File: src/rtl/rbb_pkg.sv
package rbb_pkg;

  // Frame geometry
  localparam int IMG_WIDTH  = 160;
  localparam int IMG_HEIGHT = 120;

  // Counter widths, wide enough to hold the frame size itself (tracker reset value)
  localparam int COL_W = $clog2(IMG_WIDTH + 1);
  localparam int ROW_W = $clog2(IMG_HEIGHT + 1);

  // Fixed field widths
  localparam int PIX_W    = 16;
  localparam int THR_W    = 8;
  localparam int CNT_W    = 15;
  localparam int OCOL_W   = 8;
  localparam int OROW_W   = 7;
  localparam int CFG_IX_W = 2;
  localparam int CFG_D_W  = 15;
  localparam int OUT_D_W  = 80;

  localparam logic [CNT_W-1:0] COUNT_MAX = {CNT_W{1'b1}};

  // Register indexes
  localparam logic [CFG_IX_W-1:0] CFG_RED_THRESHOLD = 2'd0;
  localparam logic [CFG_IX_W-1:0] CFG_MIN_RED_COUNT = 2'd1;

  localparam logic [THR_W-1:0] RED_THRESHOLD_RST = 8'd128;
  localparam logic [CNT_W-1:0] MIN_RED_COUNT_RST = 15'd100;

  // Queue between classifier and tracker
  localparam int FIFO_DEPTH = 4;
  localparam int FIFO_AW    = $clog2(FIFO_DEPTH);
  localparam int FIFO_CW    = $clog2(FIFO_DEPTH + 1);

  // One classified pixel
  typedef struct packed {
    logic [PIX_W-1:0] pixel;
    logic             red;
    logic             last;
    logic [COL_W-1:0] col;
    logic [ROW_W-1:0] row;
  } rbb_item_t;

  // Red test on a byte-swapped RGB565 word
  function automatic logic rbb_is_red(input logic [PIX_W-1:0] word,
                                      input logic [THR_W-1:0] thr);
    logic [15:0] p;
    logic [7:0]  r;
    logic [7:0]  g;
    logic [7:0]  b;
    logic [7:0]  half_r;
    p      = {word[7:0], word[15:8]};
    r      = {p[15:11], 3'b000};
    g      = {p[10:5], 2'b00};
    b      = {p[4:0], 3'b000};
    half_r = {1'b0, r[7:1]};
    return (r > thr) && (half_r > g) && (half_r > b);
  endfunction

endpackage

File: src/rtl/red_blob_bounding_box.sv
// A pixel is written into the queue, then moved from the queue head into the result
// register; an output stall or a backlog in the queue holds it back in between.
// One pixel per clock until the queue fills; a four-entry queue absorbs output stalls.
// The tracker compare chain (min/max update, then target test) sets the cycle time.
// Reset (rst_n low, synchronous): raster position, held report, queue and output valid
// cleared; trackers emptied (left, top at frame size); thresholds back to 128 and 100.
module red_blob_bounding_box (
  input  logic                             clk,
  input  logic                             rst_n,
  // Pixel stream in
  input  logic                             in_tvalid,
  output logic                             in_tready,
  input  logic [rbb_pkg::PIX_W-1:0]        in_tdata,  // [15:0] pixel_word
  // Result stream out
  output logic                             out_tvalid,
  input  logic                             out_tready,
  // [15:0] out_pixel, [16] found, [24:17] center_x, [31:25] center_y,
  // [39:32] box_left, [47:40] box_right, [54:48] box_top, [61:55] box_bottom,
  // [76:62] red_total, [79:77] zero
  output logic [rbb_pkg::OUT_D_W-1:0]      out_tdata,
  output logic                             out_tuser, // [0] pixel_is_red
  output logic                             out_tlast, // frame_done
  // Register writes
  input  logic                             cfg_we,
  input  logic [rbb_pkg::CFG_IX_W-1:0]     cfg_index,
  input  logic [rbb_pkg::CFG_D_W-1:0]      cfg_wdata
);
  import rbb_pkg::*;

  logic [THR_W-1:0] red_threshold_r;
  logic [CNT_W-1:0] min_red_count_r;

  logic      q_push;
  logic      q_pop;
  logic      q_full;
  logic      q_empty;
  rbb_item_t q_item;
  rbb_item_t q_head;

  // Register file: writes to unknown indexes drop silently
  always_ff @(posedge clk) begin
    if (!rst_n) begin
      red_threshold_r <= RED_THRESHOLD_RST;
      min_red_count_r <= MIN_RED_COUNT_RST;
    end else if (cfg_we) begin
      unique case (cfg_index)
        CFG_RED_THRESHOLD: red_threshold_r <= cfg_wdata[THR_W-1:0];
        CFG_MIN_RED_COUNT: min_red_count_r <= cfg_wdata[CNT_W-1:0];
        default: ;
      endcase
    end
  end

  // Front: count raster position and classify each pixel
  rbb_front u_front (
    .clk           (clk),
    .rst_n         (rst_n),
    .red_threshold (red_threshold_r),
    .pix_valid     (in_tvalid),
    .pix_data      (in_tdata),
    .q_full        (q_full),
    .pix_ready     (in_tready),
    .q_push        (q_push),
    .q_item        (q_item)
  );

  // Decouple front from back so an output stall does not stop the camera side at once
  rbb_fifo u_fifo (
    .clk       (clk),
    .rst_n     (rst_n),
    .push      (q_push),
    .push_item (q_item),
    .pop       (q_pop),
    .full      (q_full),
    .empty     (q_empty),
    .head      (q_head)
  );

  // Back: update box trackers, close frames, drive the result register
  rbb_back u_back (
    .clk           (clk),
    .rst_n         (rst_n),
    .min_red_count (min_red_count_r),
    .q_empty       (q_empty),
    .q_head        (q_head),
    .q_pop         (q_pop),
    .res_valid     (out_tvalid),
    .res_ready     (out_tready),
    .res_data      (out_tdata),
    .res_red       (out_tuser),
    .res_last      (out_tlast)
  );

endmodule

File: src/rtl/rbb_front.sv
module rbb_front (
  input  logic                       clk,
  input  logic                       rst_n,
  input  logic [rbb_pkg::THR_W-1:0]  red_threshold,
  input  logic                       pix_valid,
  input  logic [rbb_pkg::PIX_W-1:0]  pix_data,
  input  logic                       q_full,
  output logic                       pix_ready,
  output logic                       q_push,
  output rbb_pkg::rbb_item_t         q_item
);
  import rbb_pkg::*;

  localparam logic [COL_W-1:0] LAST_COL = COL_W'(IMG_WIDTH - 1);
  localparam logic [ROW_W-1:0] LAST_ROW = ROW_W'(IMG_HEIGHT - 1);

  logic [COL_W-1:0] col_r, col_nxt;
  logic [ROW_W-1:0] row_r, row_nxt;
  logic             last_col;
  logic             last_pix;

  assign pix_ready = !q_full;
  assign q_push    = pix_valid && pix_ready;
  assign last_col  = col_r >= LAST_COL;
  assign last_pix  = last_col && (row_r >= LAST_ROW);

  always_comb begin
    q_item.pixel = pix_data;
    q_item.red   = rbb_is_red(pix_data, red_threshold);
    q_item.last  = last_pix;
    q_item.col   = col_r;
    q_item.row   = row_r;
  end

  // Raster position advances once per item
  always_comb begin
    col_nxt = col_r;
    row_nxt = row_r;
    if (q_push) begin
      if (last_col) begin
        col_nxt = '0;
        row_nxt = last_pix ? '0 : row_r + 1'b1;
      end else begin
        col_nxt = col_r + 1'b1;
      end
    end
  end

  always_ff @(posedge clk) begin
    if (!rst_n) begin
      col_r <= '0;
      row_r <= '0;
    end else begin
      col_r <= col_nxt;
      row_r <= row_nxt;
    end
  end

endmodule

File: src/rtl/rbb_fifo.sv
module rbb_fifo (
  input  logic               clk,
  input  logic               rst_n,
  input  logic               push,
  input  rbb_pkg::rbb_item_t push_item,
  input  logic               pop,
  output logic               full,
  output logic               empty,
  output rbb_pkg::rbb_item_t head
);
  import rbb_pkg::*;

  rbb_item_t          mem_r [FIFO_DEPTH];
  logic [FIFO_AW-1:0] wptr_r, wptr_nxt;
  logic [FIFO_AW-1:0] rptr_r, rptr_nxt;
  logic [FIFO_CW-1:0] cnt_r, cnt_nxt;

  localparam logic [FIFO_AW-1:0] LAST_PTR = FIFO_AW'(FIFO_DEPTH - 1);
  localparam logic [FIFO_CW-1:0] FULL_CNT = FIFO_CW'(FIFO_DEPTH);

  assign full  = cnt_r == FULL_CNT;
  assign empty = cnt_r == '0;
  assign head  = mem_r[rptr_r];

  always_comb begin
    wptr_nxt = wptr_r;
    rptr_nxt = rptr_r;
    cnt_nxt  = cnt_r;
    if (push) begin
      wptr_nxt = (wptr_r == LAST_PTR) ? '0 : wptr_r + 1'b1;
    end
    if (pop) begin
      rptr_nxt = (rptr_r == LAST_PTR) ? '0 : rptr_r + 1'b1;
    end
    if (push && !pop) begin
      cnt_nxt = cnt_r + 1'b1;
    end else if (pop && !push) begin
      cnt_nxt = cnt_r - 1'b1;
    end
  end

  always_ff @(posedge clk) begin
    if (push) begin
      mem_r[wptr_r] <= push_item;
    end
  end

  always_ff @(posedge clk) begin
    if (!rst_n) begin
      wptr_r <= '0;
      rptr_r <= '0;
      cnt_r  <= '0;
    end else begin
      wptr_r <= wptr_nxt;
      rptr_r <= rptr_nxt;
      cnt_r  <= cnt_nxt;
    end
  end

endmodule

File: src/rtl/rbb_back.sv
module rbb_back (
  input  logic                         clk,
  input  logic                         rst_n,
  input  logic [rbb_pkg::CNT_W-1:0]    min_red_count,
  input  logic                         q_empty,
  input  rbb_pkg::rbb_item_t           q_head,
  output logic                         q_pop,
  output logic                         res_valid,
  input  logic                         res_ready,
  output logic [rbb_pkg::OUT_D_W-1:0]  res_data,
  output logic                         res_red,
  output logic                         res_last
);
  import rbb_pkg::*;

  // Running trackers
  logic [COL_W-1:0] run_left_r, run_left_nxt;
  logic [COL_W-1:0] run_right_r, run_right_nxt;
  logic [ROW_W-1:0] run_top_r, run_top_nxt;
  logic [ROW_W-1:0] run_bottom_r, run_bottom_nxt;
  logic [CNT_W-1:0] run_count_r, run_count_nxt;

  // Held report
  logic             held_found_r, held_found_nxt;
  logic [COL_W-1:0] held_left_r, held_left_nxt;
  logic [COL_W-1:0] held_right_r, held_right_nxt;
  logic [ROW_W-1:0] held_top_r, held_top_nxt;
  logic [ROW_W-1:0] held_bottom_r, held_bottom_nxt;
  logic [CNT_W-1:0] held_count_r, held_count_nxt;

  // Output stage
  logic               out_valid_r;
  logic [PIX_W-1:0]   out_pixel_r;
  logic               out_red_r;
  logic               out_last_r;
  logic               out_found_r;
  logic [OCOL_W-1:0]  out_cx_r, out_left_r, out_right_r;
  logic [OROW_W-1:0]  out_cy_r, out_top_r, out_bottom_r;
  logic [CNT_W-1:0]   out_count_r;

  logic [COL_W-1:0] upd_left, upd_right;
  logic [ROW_W-1:0] upd_top, upd_bottom;
  logic [CNT_W-1:0] upd_count;
  logic             target_ok;
  logic [COL_W:0]   col_sum;
  logic [ROW_W:0]   row_sum;

  assign q_pop = !q_empty && (!out_valid_r || res_ready);

  always_comb begin
    upd_left   = run_left_r;
    upd_right  = run_right_r;
    upd_top    = run_top_r;
    upd_bottom = run_bottom_r;
    upd_count  = run_count_r;
    if (q_head.red) begin
      if (q_head.col < run_left_r)   upd_left   = q_head.col;
      if (q_head.col > run_right_r)  upd_right  = q_head.col;
      if (q_head.row < run_top_r)    upd_top    = q_head.row;
      if (q_head.row > run_bottom_r) upd_bottom = q_head.row;
      if (run_count_r != COUNT_MAX)  upd_count  = run_count_r + 1'b1;
    end
    target_ok = (upd_count > min_red_count) && (upd_right > upd_left) &&
                (upd_bottom > upd_top);
  end

  always_comb begin
    run_left_nxt    = run_left_r;
    run_right_nxt   = run_right_r;
    run_top_nxt     = run_top_r;
    run_bottom_nxt  = run_bottom_r;
    run_count_nxt   = run_count_r;
    held_found_nxt  = held_found_r;
    held_left_nxt   = held_left_r;
    held_right_nxt  = held_right_r;
    held_top_nxt    = held_top_r;
    held_bottom_nxt = held_bottom_r;
    held_count_nxt  = held_count_r;
    if (q_pop) begin
      if (q_head.last) begin
        held_found_nxt = target_ok;
        if (target_ok) begin
          held_left_nxt   = upd_left;
          held_right_nxt  = upd_right;
          held_top_nxt    = upd_top;
          held_bottom_nxt = upd_bottom;
          held_count_nxt  = upd_count;
        end
        run_left_nxt   = COL_W'(IMG_WIDTH);
        run_right_nxt  = '0;
        run_top_nxt    = ROW_W'(IMG_HEIGHT);
        run_bottom_nxt = '0;
        run_count_nxt  = '0;
      end else begin
        run_left_nxt   = upd_left;
        run_right_nxt  = upd_right;
        run_top_nxt    = upd_top;
        run_bottom_nxt = upd_bottom;
        run_count_nxt  = upd_count;
      end
    end
  end

  assign col_sum = {1'b0, held_left_nxt} + {1'b0, held_right_nxt};
  assign row_sum = {1'b0, held_top_nxt} + {1'b0, held_bottom_nxt};

  always_ff @(posedge clk) begin
    if (!rst_n) begin
      run_left_r    <= COL_W'(IMG_WIDTH);
      run_right_r   <= '0;
      run_top_r     <= ROW_W'(IMG_HEIGHT);
      run_bottom_r  <= '0;
      run_count_r   <= '0;
      held_found_r  <= 1'b0;
      held_left_r   <= '0;
      held_right_r  <= '0;
      held_top_r    <= '0;
      held_bottom_r <= '0;
      held_count_r  <= '0;
      out_valid_r   <= 1'b0;
    end else begin
      run_left_r    <= run_left_nxt;
      run_right_r   <= run_right_nxt;
      run_top_r     <= run_top_nxt;
      run_bottom_r  <= run_bottom_nxt;
      run_count_r   <= run_count_nxt;
      held_found_r  <= held_found_nxt;
      held_left_r   <= held_left_nxt;
      held_right_r  <= held_right_nxt;
      held_top_r    <= held_top_nxt;
      held_bottom_r <= held_bottom_nxt;
      held_count_r  <= held_count_nxt;
      if (q_pop) begin
        out_valid_r <= 1'b1;
      end else if (res_ready) begin
        out_valid_r <= 1'b0;
      end
    end
  end

  always_ff @(posedge clk) begin
    if (q_pop) begin
      out_pixel_r  <= q_head.red ? '0 : q_head.pixel;
      out_red_r    <= q_head.red;
      out_last_r   <= q_head.last;
      out_found_r  <= held_found_nxt;
      out_cx_r     <= OCOL_W'(col_sum >> 1);
      out_cy_r     <= OROW_W'(row_sum >> 1);
      out_left_r   <= OCOL_W'(held_left_nxt);
      out_right_r  <= OCOL_W'(held_right_nxt);
      out_top_r    <= OROW_W'(held_top_nxt);
      out_bottom_r <= OROW_W'(held_bottom_nxt);
      out_count_r  <= held_count_nxt;
    end
  end

  assign res_valid = out_valid_r;
  assign res_red   = out_red_r;
  assign res_last  = out_last_r;
  assign res_data  = {3'b000, out_count_r, out_bottom_r, out_top_r, out_right_r,
                      out_left_r, out_cy_r, out_cx_r, out_found_r, out_pixel_r};

endmodule

File: config.mk
export PLATFORM = sky130hd
export DESIGN_NAME = red_blob_bounding_box
export DESIGN_NICKNAME = d
export VERILOG_FILES = /design/src/rtl/rbb_pkg.sv /design/src/rtl/red_blob_bounding_box.sv /design/src/rtl/rbb_front.sv /design/src/rtl/rbb_fifo.sv /design/src/rtl/rbb_back.sv
export SDC_FILE = /design/constraint.sdc
export NUM_CORES = 1
export LEC_CHECK = 0
export ABC_AREA = 0
export ABC_CLOCK_PERIOD_IN_PS = 9400
export BUFFER_PORTS_ARGS = -buffer_cell sky130_fd_sc_hd__buf_2
export CAP_MARGIN = 5
export CORE_MARGIN = 2
export CORE_UTILIZATION = 60
export DETAILED_ROUTE_END_ITERATION = 7
export PLACE_DENSITY = 0.92
export SLEW_MARGIN = 40
export SYNTH_ARGS = -nofsm -noshare
export SYNTH_HDL_FRONTEND = slang
export SYNTH_SLANG_ARGS = --single-unit
File: constraint.sdc
create_clock -name clk -period 9.4 [get_ports clk]
set_input_delay 0.47 -clock clk [delete_from_list [all_inputs] [get_ports clk]]
set_output_delay 0.47 -clock clk [all_outputs]
set_load 0.03 [all_outputs]
# ---- Word-level counts from Yosys, hierarchy flattened
# Memory sizes are Yosys's and may differ from the RTL's. A register that Yosys moved wholly into a read port is not among the register bits.
# Index checks and enable logic that the tools add are counted.
dict set report word_totals {
  in_bits 38
  regBits 216
  memories 1
  romBits 0
  latchBits 0
  ram_bits 132
  out_inout_bits 84
  wordCells 123
}
# name words word_bits read_ports rd_clocked_by_memory_dff wr line_no
set memory_table {}
lappend memory_table {u_fifo.mem_r 4 33 1 1 1 rbb_fifo.sv:13} ;# rbb_item_t mem_r [FIFO_DEPTH];
dict set report op_classes {
  n_lt_le_gt_ge 12
  shifts 0
  div 0
  n_eq_ne 5
  reduce_logical 22
  n_mul 0
  bitwise 0
  add_sub_neg 9
  n_mux 44
}
# op count
set op_table {}
lappend op_table {{2-to-1 mux 8 bit} 13}
lappend op_table {{2-to-1 mux 7 bit} 13}
lappend op_table {{2-to-1 mux 15 bit} 6}
lappend op_table {{greater-than comparator 8 bit} 3}
lappend op_table {{greater-than comparator 7 x 8 -> 1 bit} 2}
lappend op_table {{adder 15 x 1 -> 15 bit, second input constant} 1}
lappend op_table {{greater-than comparator 15 bit} 1}
lappend op_table {{!= test 15 bit, second input constant} 1}
lappend op_table {{greater-than comparator 7 bit} 2}
lappend op_table {{adder 8 x 8 -> 9 bit} 1}
lappend op_table {{logical AND 1 bit} 9}
lappend op_table {{adder 7 x 7 -> 8 bit} 1}
lappend op_table {{adder 8 x 1 -> 8 bit, second input constant} 1}
lappend op_table {{greater-or-equal comparator 8 bit, second input constant} 1}
lappend op_table {{< comparator 8 bit} 1}
lappend op_table {{2-to-1 mux 2 bit} 4}
lappend op_table {{adder 7 x 1 -> 7 bit, second input constant} 1}
lappend op_table {{greater-or-equal comparator 7 bit, second input constant} 1}
lappend op_table {{< comparator 7 bit} 1}
lappend op_table {{2-to-1 mux 1 bit} 6}
lappend op_table {{2-to-1 mux 3 bit} 2}
lappend op_table {{AND reduction 2 bit} 3}
lappend op_table {{zero test 1 bit} 5}
lappend op_table {{adder 2 x 1 -> 2 bit, second input constant} 2}
lappend op_table {{9 further kinds} 11}

# ---- Logic depth before layout (Yosys ltp)
dict set report logic_depth {
  ltp_word 10
  ltp_mapped 29
  depth_no_buf 26
}

# ---- Modules after synthesis
# From an unflattened synthesis, not the netlist that was laid out.
dict set report hier_totals {
  hier_cells 1285
  hier_area_um2 15945.3
}
# mod seq_area_each_um2 cells_each area_each_um2 n_inst
set by_module_without_submodules {}
lappend by_module_without_submodules {rbb_back 4214.0 819 8520.7 1}
lappend by_module_without_submodules {rbb_fifo 4144.0 217 5266.3 1}
lappend by_module_without_submodules {rbb_front 300.3 152 1223.7 1}
lappend by_module_without_submodules {red_blob_bounding_box 460.4 97 934.6 1}

# ---- Worst setup path after synthesis
# OpenSTA, ideal clock, no wires.
dict set report synth_path {
  path_type {flip-flop to flip-flop}
  start {register (tool-made name)}
  end {register u_back.out_cx_r[7] (data pin)}
  n_path_buf 3
  required_ns 9.143
  synth_period_minus_slack_ns 6.654
  path_slack_ns 2.746
  setup_time_ns 0.257
  stages_incl_launch_ff 26
  arrival_time_ns 6.397
  path_cell_list {dfxtp_1 > buf_6 > clkbuf_1 > mux4_2 > ha_1 > nor2b_1 > o21a_1 > o21a_1 > o21ai_1 > mux2_2 > ha_1 > a21oi_1 > nor2b_1 > o21ai_0 > o21ai_0 > o2111ai_1 > clkbuf_1 > mux2_2 > fa_1 > a21o_1 > a21oi_1 > o21bai_1 > a21oi_1 > nor2b_1 > o21ai_0 > nand2b_1}
}
# element line_no
set synth_rtl {}
lappend synth_rtl {{end signal, assigned} rbb_back.sv:147} ;# out_cx_r <= OCOL_W'(col_sum >> 1);
lappend synth_rtl {{end, declared} rbb_back.sv:37} ;# logic [OCOL_W-1:0] out_cx_r, out_left_r, out_right_r;

==> metrics <==
hold_buf cts=0; Root Buffer Master=clkbuf_16; drt total wl=between 30 and 40 mm; commonest non-fill, non-tap cell in the layout=edfxtp_1; CP Cell Sequence=buf_4, mux4_2, inv_2, a31oi_2, and4_1, and3_1, nand3_1, xnor2_1, ha_1, nand4_1, nor4_1, nor3_1, o2111ai_4, buf_4, mux2_2, ha_1, nor2b_1, o21ai_0, nand2_1, a21o_1, a21oi_1, xnor2_1; ANT nets after route=0; Synth Instances=1262; status=finished clean; Worst Setup Path Type=reg2reg; Hold WS=~180 ps; max-slew violation count=0; Initial Utilization=about three fifths; largest fanout on the critical path=between 40 and 50; Overflow after GRT=0; Static Leakage=7.03 nW; most frequent cells in the layout=edfxtp_1 (211), dfxtp_1 (138), buf_2 (118); final hold viol count=0; vias per cell=approximately 6.1; detailed-route DRC error count=0; WL/cell=20.3 µm; Final Critical Period=roughly 7600 ps; vias in the first global route=10726; Post-synth EDFFs=211; register area share after synthesis=58.0%; Filler cells=1648; Clock Latency Late Sink=between 500 and 600 ps; Synth Area in Adders=about 7.9%; Critical Path AT=a little under 8000 ps; worst vdd ir=between 0.15 and 0.2 mV; Ant. Diodes=0; Slew headroom=46.9%; Die X=~170 µm; # port buffers=approximately 120; RSZ-0062 raised after global routing=false; PwrDens=304 nW/µm²; Period Utilization, post-route=80.7%; Async SR Flop Fraction=0%; clk slew on worst S/H paths=60 ps; first-pass GRT wire length=between 50 and 60 mm; Post-Syn Area=approximately 16000 µm²; CTS Buf Count=36; Ys Warns=0; clock buffer depth=3; Setup Fix Bufs, Post-CTS=0; Largest stage delay, worst path=about 800 ps; Post-Route Setup TNS=0 ps; post-synthesis compound-gate area fraction=8.61%; RD Place Congestion=between 0.8 and 0.9; Mapped Avg Cell Area=roughly 12 µm²; post-synthesis mux area share=~8.3%; clock sink count=350; die area=27500 µm²; largest net degree at the start of global routing=around 120; Multi-input gate area=between 6000 and 7000 µm²; Layout area overhead=12.8%; DRT iter0 DRCs=923; Least-Margin Pin Slew=roughly 800 ps; slowest cell on the critical path=dfxtp_1; CTS tree=yes; Setup crit end kind=register; Setup-failing EPs final=0; drt first pass iters=6; Placeable Area=between 20000 and 30000 µm²; antenna violations before repair=0; count of cells resized by post-cts repair=0; Final #Nets=1517; largest family of logic cells by synthesized area=simple AND/OR/NAND/NOR gates; htree depth=2; max cap viols=0; post-synthesis cell type count=between 60 and 70; I/O pin total=about 120; clock skew=~17 ps; simple-gate share of the synthesized area=around an eighth; all-layer global routing usage=about 25%; Die H=166 µm; Most used DFF post-synth=edfxtp_1; Yosys reg bits=between 300 and 400; FP Rows=59; Max Freq=between 100 and 150 MHz; vias=about 11000; Post-Synth XOR/XNOR Area=~1.7%; fraction of layout cells with a size suffix above 1=a little under a fifth; Critical Path RT=between 9000 and 10000 ps; Worst Hold Class=in2reg; Register Area=9120 µm²; startpoint types=register; Final HPWL DP=22.5 mm
-- metrics by stage --
stage	setup slack (ps)	instance area (µm²)	cells	power [mW]	utilization, %
detailed placement	2030	16600	1679	4.03	64.2
global placement	2250	16600	1679	3.93	64.2
global route	1360	17700	1745	5.62	68.4
floorplan	2750	15700	1264	3.49	-
CTS	1970	17700	1745	5.37	68.4
finish	1820	17700	1745	5.38	68.4
-- sequential cells by signal (all words and copies together), names as in the netlist, 15 cells and up, named ones only --
register / count
min_red_count_r: 15
u_back.out_count_r: 15
u_back.run_count_r: 15
u_back.out_pixel_r: 16
u_fifo.mem_r: 132
u_back.held_count_r: 15
-- synthesized netlist by cell type (14+ instances only) --
| cell | instances | share of area (%) |
|---|---|---|
| nand2_1 | 98 | 2.3 |
| nand4_1 | 18 | 0.72 |
| dfxtp_1 | 139 | 18 |
| o21ai_0 | 41 | 1.3 |
| o211ai_1 | 14 | 0.67 |
| mux2_2 | 32 | 2.3 |
| edfxtp_1 | 211 | 40 |
| nor2b_1 | 68 | 2.7 |
| a22oi_1 | 28 | 1.3 |
| and2_1 | 56 | 2.2 |
| inv_1 | 78 | 1.9 |
| mux4_2 | 33 | 4.7 |
| mux2i_1 | 20 | 1.3 |
| xnor2_1 | 17 | 0.95 |
| ha_1 | 94 | 7.5 |
| nand3_1 | 20 | 0.64 |
| nor2_1 | 42 | 1.0 |
| clkbuf_1 | 42 | 1.0 |
| a21oi_1 | 39 | 1.2 |
| o21ai_1 | 14 | 0.45 |
| a21boi_0 | 17 | 0.81 |
-- path summary, 6_finish.rpt --
kind / to / slack (ps) / cells past startpoint / from
setup / recovery: u_back.out_cy_r[5] / 1820 / 22 / register
hold / removal: u_fifo.mem_r[1][27] / 180 / 1 / in_tdata[10]
setup reg to reg: u_back.out_cy_r[5] / 1820 / 22 / register
hold reg to reg: min_red_count_r[14] / 470 / 2 / min_red_count_r[14]
-- critical path: cells and delay by family, from the launching register on --
family / cells / cell delay (ps)
buffers and inverters: 3 / 1060
AOI/OAI and AO/OA: 5 / 1340
muxes: 2 / 1100
xor gates and xnor gates: 2 / 270
adders and majority gates: 2 / 670
DFF: 1 / 800
and+or+nand+nor: 8 / 2040
-- final cells by class --
class,instances,share of cell area (%)
Clock buffer,49,5.53
Sequential cell,350,51.5
Timing Repair Buffer,130,3.88
Multi-Input combinational cell,783,34.5
Inverter,81,1.73
Tap cell,335,2.36
Clock inverter,17,0.544
-- where the power goes --
| part | switching [mW] | internal [mW] | total (mW) |
|---|---|---|---|
| combinational | 1.32 | 0.665 | 1.99 |
| clock | 0.578 | 0.739 | 1.32 |
| sequential | 0.133 | 1.95 | 2.08 |
| total | 2.03 | 3.35 | 5.38 |
-- kinds of logic (layout without fill, tap and decap cells) --
kind of cell,count (synthesis),in the layout
AOI/OAI and AO/OA,205,205
and+or+nand+nor,363,363
buffers and inverters,131,277
xor gates and xnor gates,30,30
adders and majority gates,97,97
other,1,3
DFF,350,350
muxes,85,85
-- routing by layer --
metal / track usage [%] / vias to the layer above / share of wire (%)
li1: - / 4828 / -
met1: 30.8 / 5218 / 39
met2: 44.1 / 522 / 50
met3: 4.55 / 111 / 7.0
met4: 11.0 / 0 / 3.7
met5: 0 / - / 0
(Power assumes the default switching activity.)
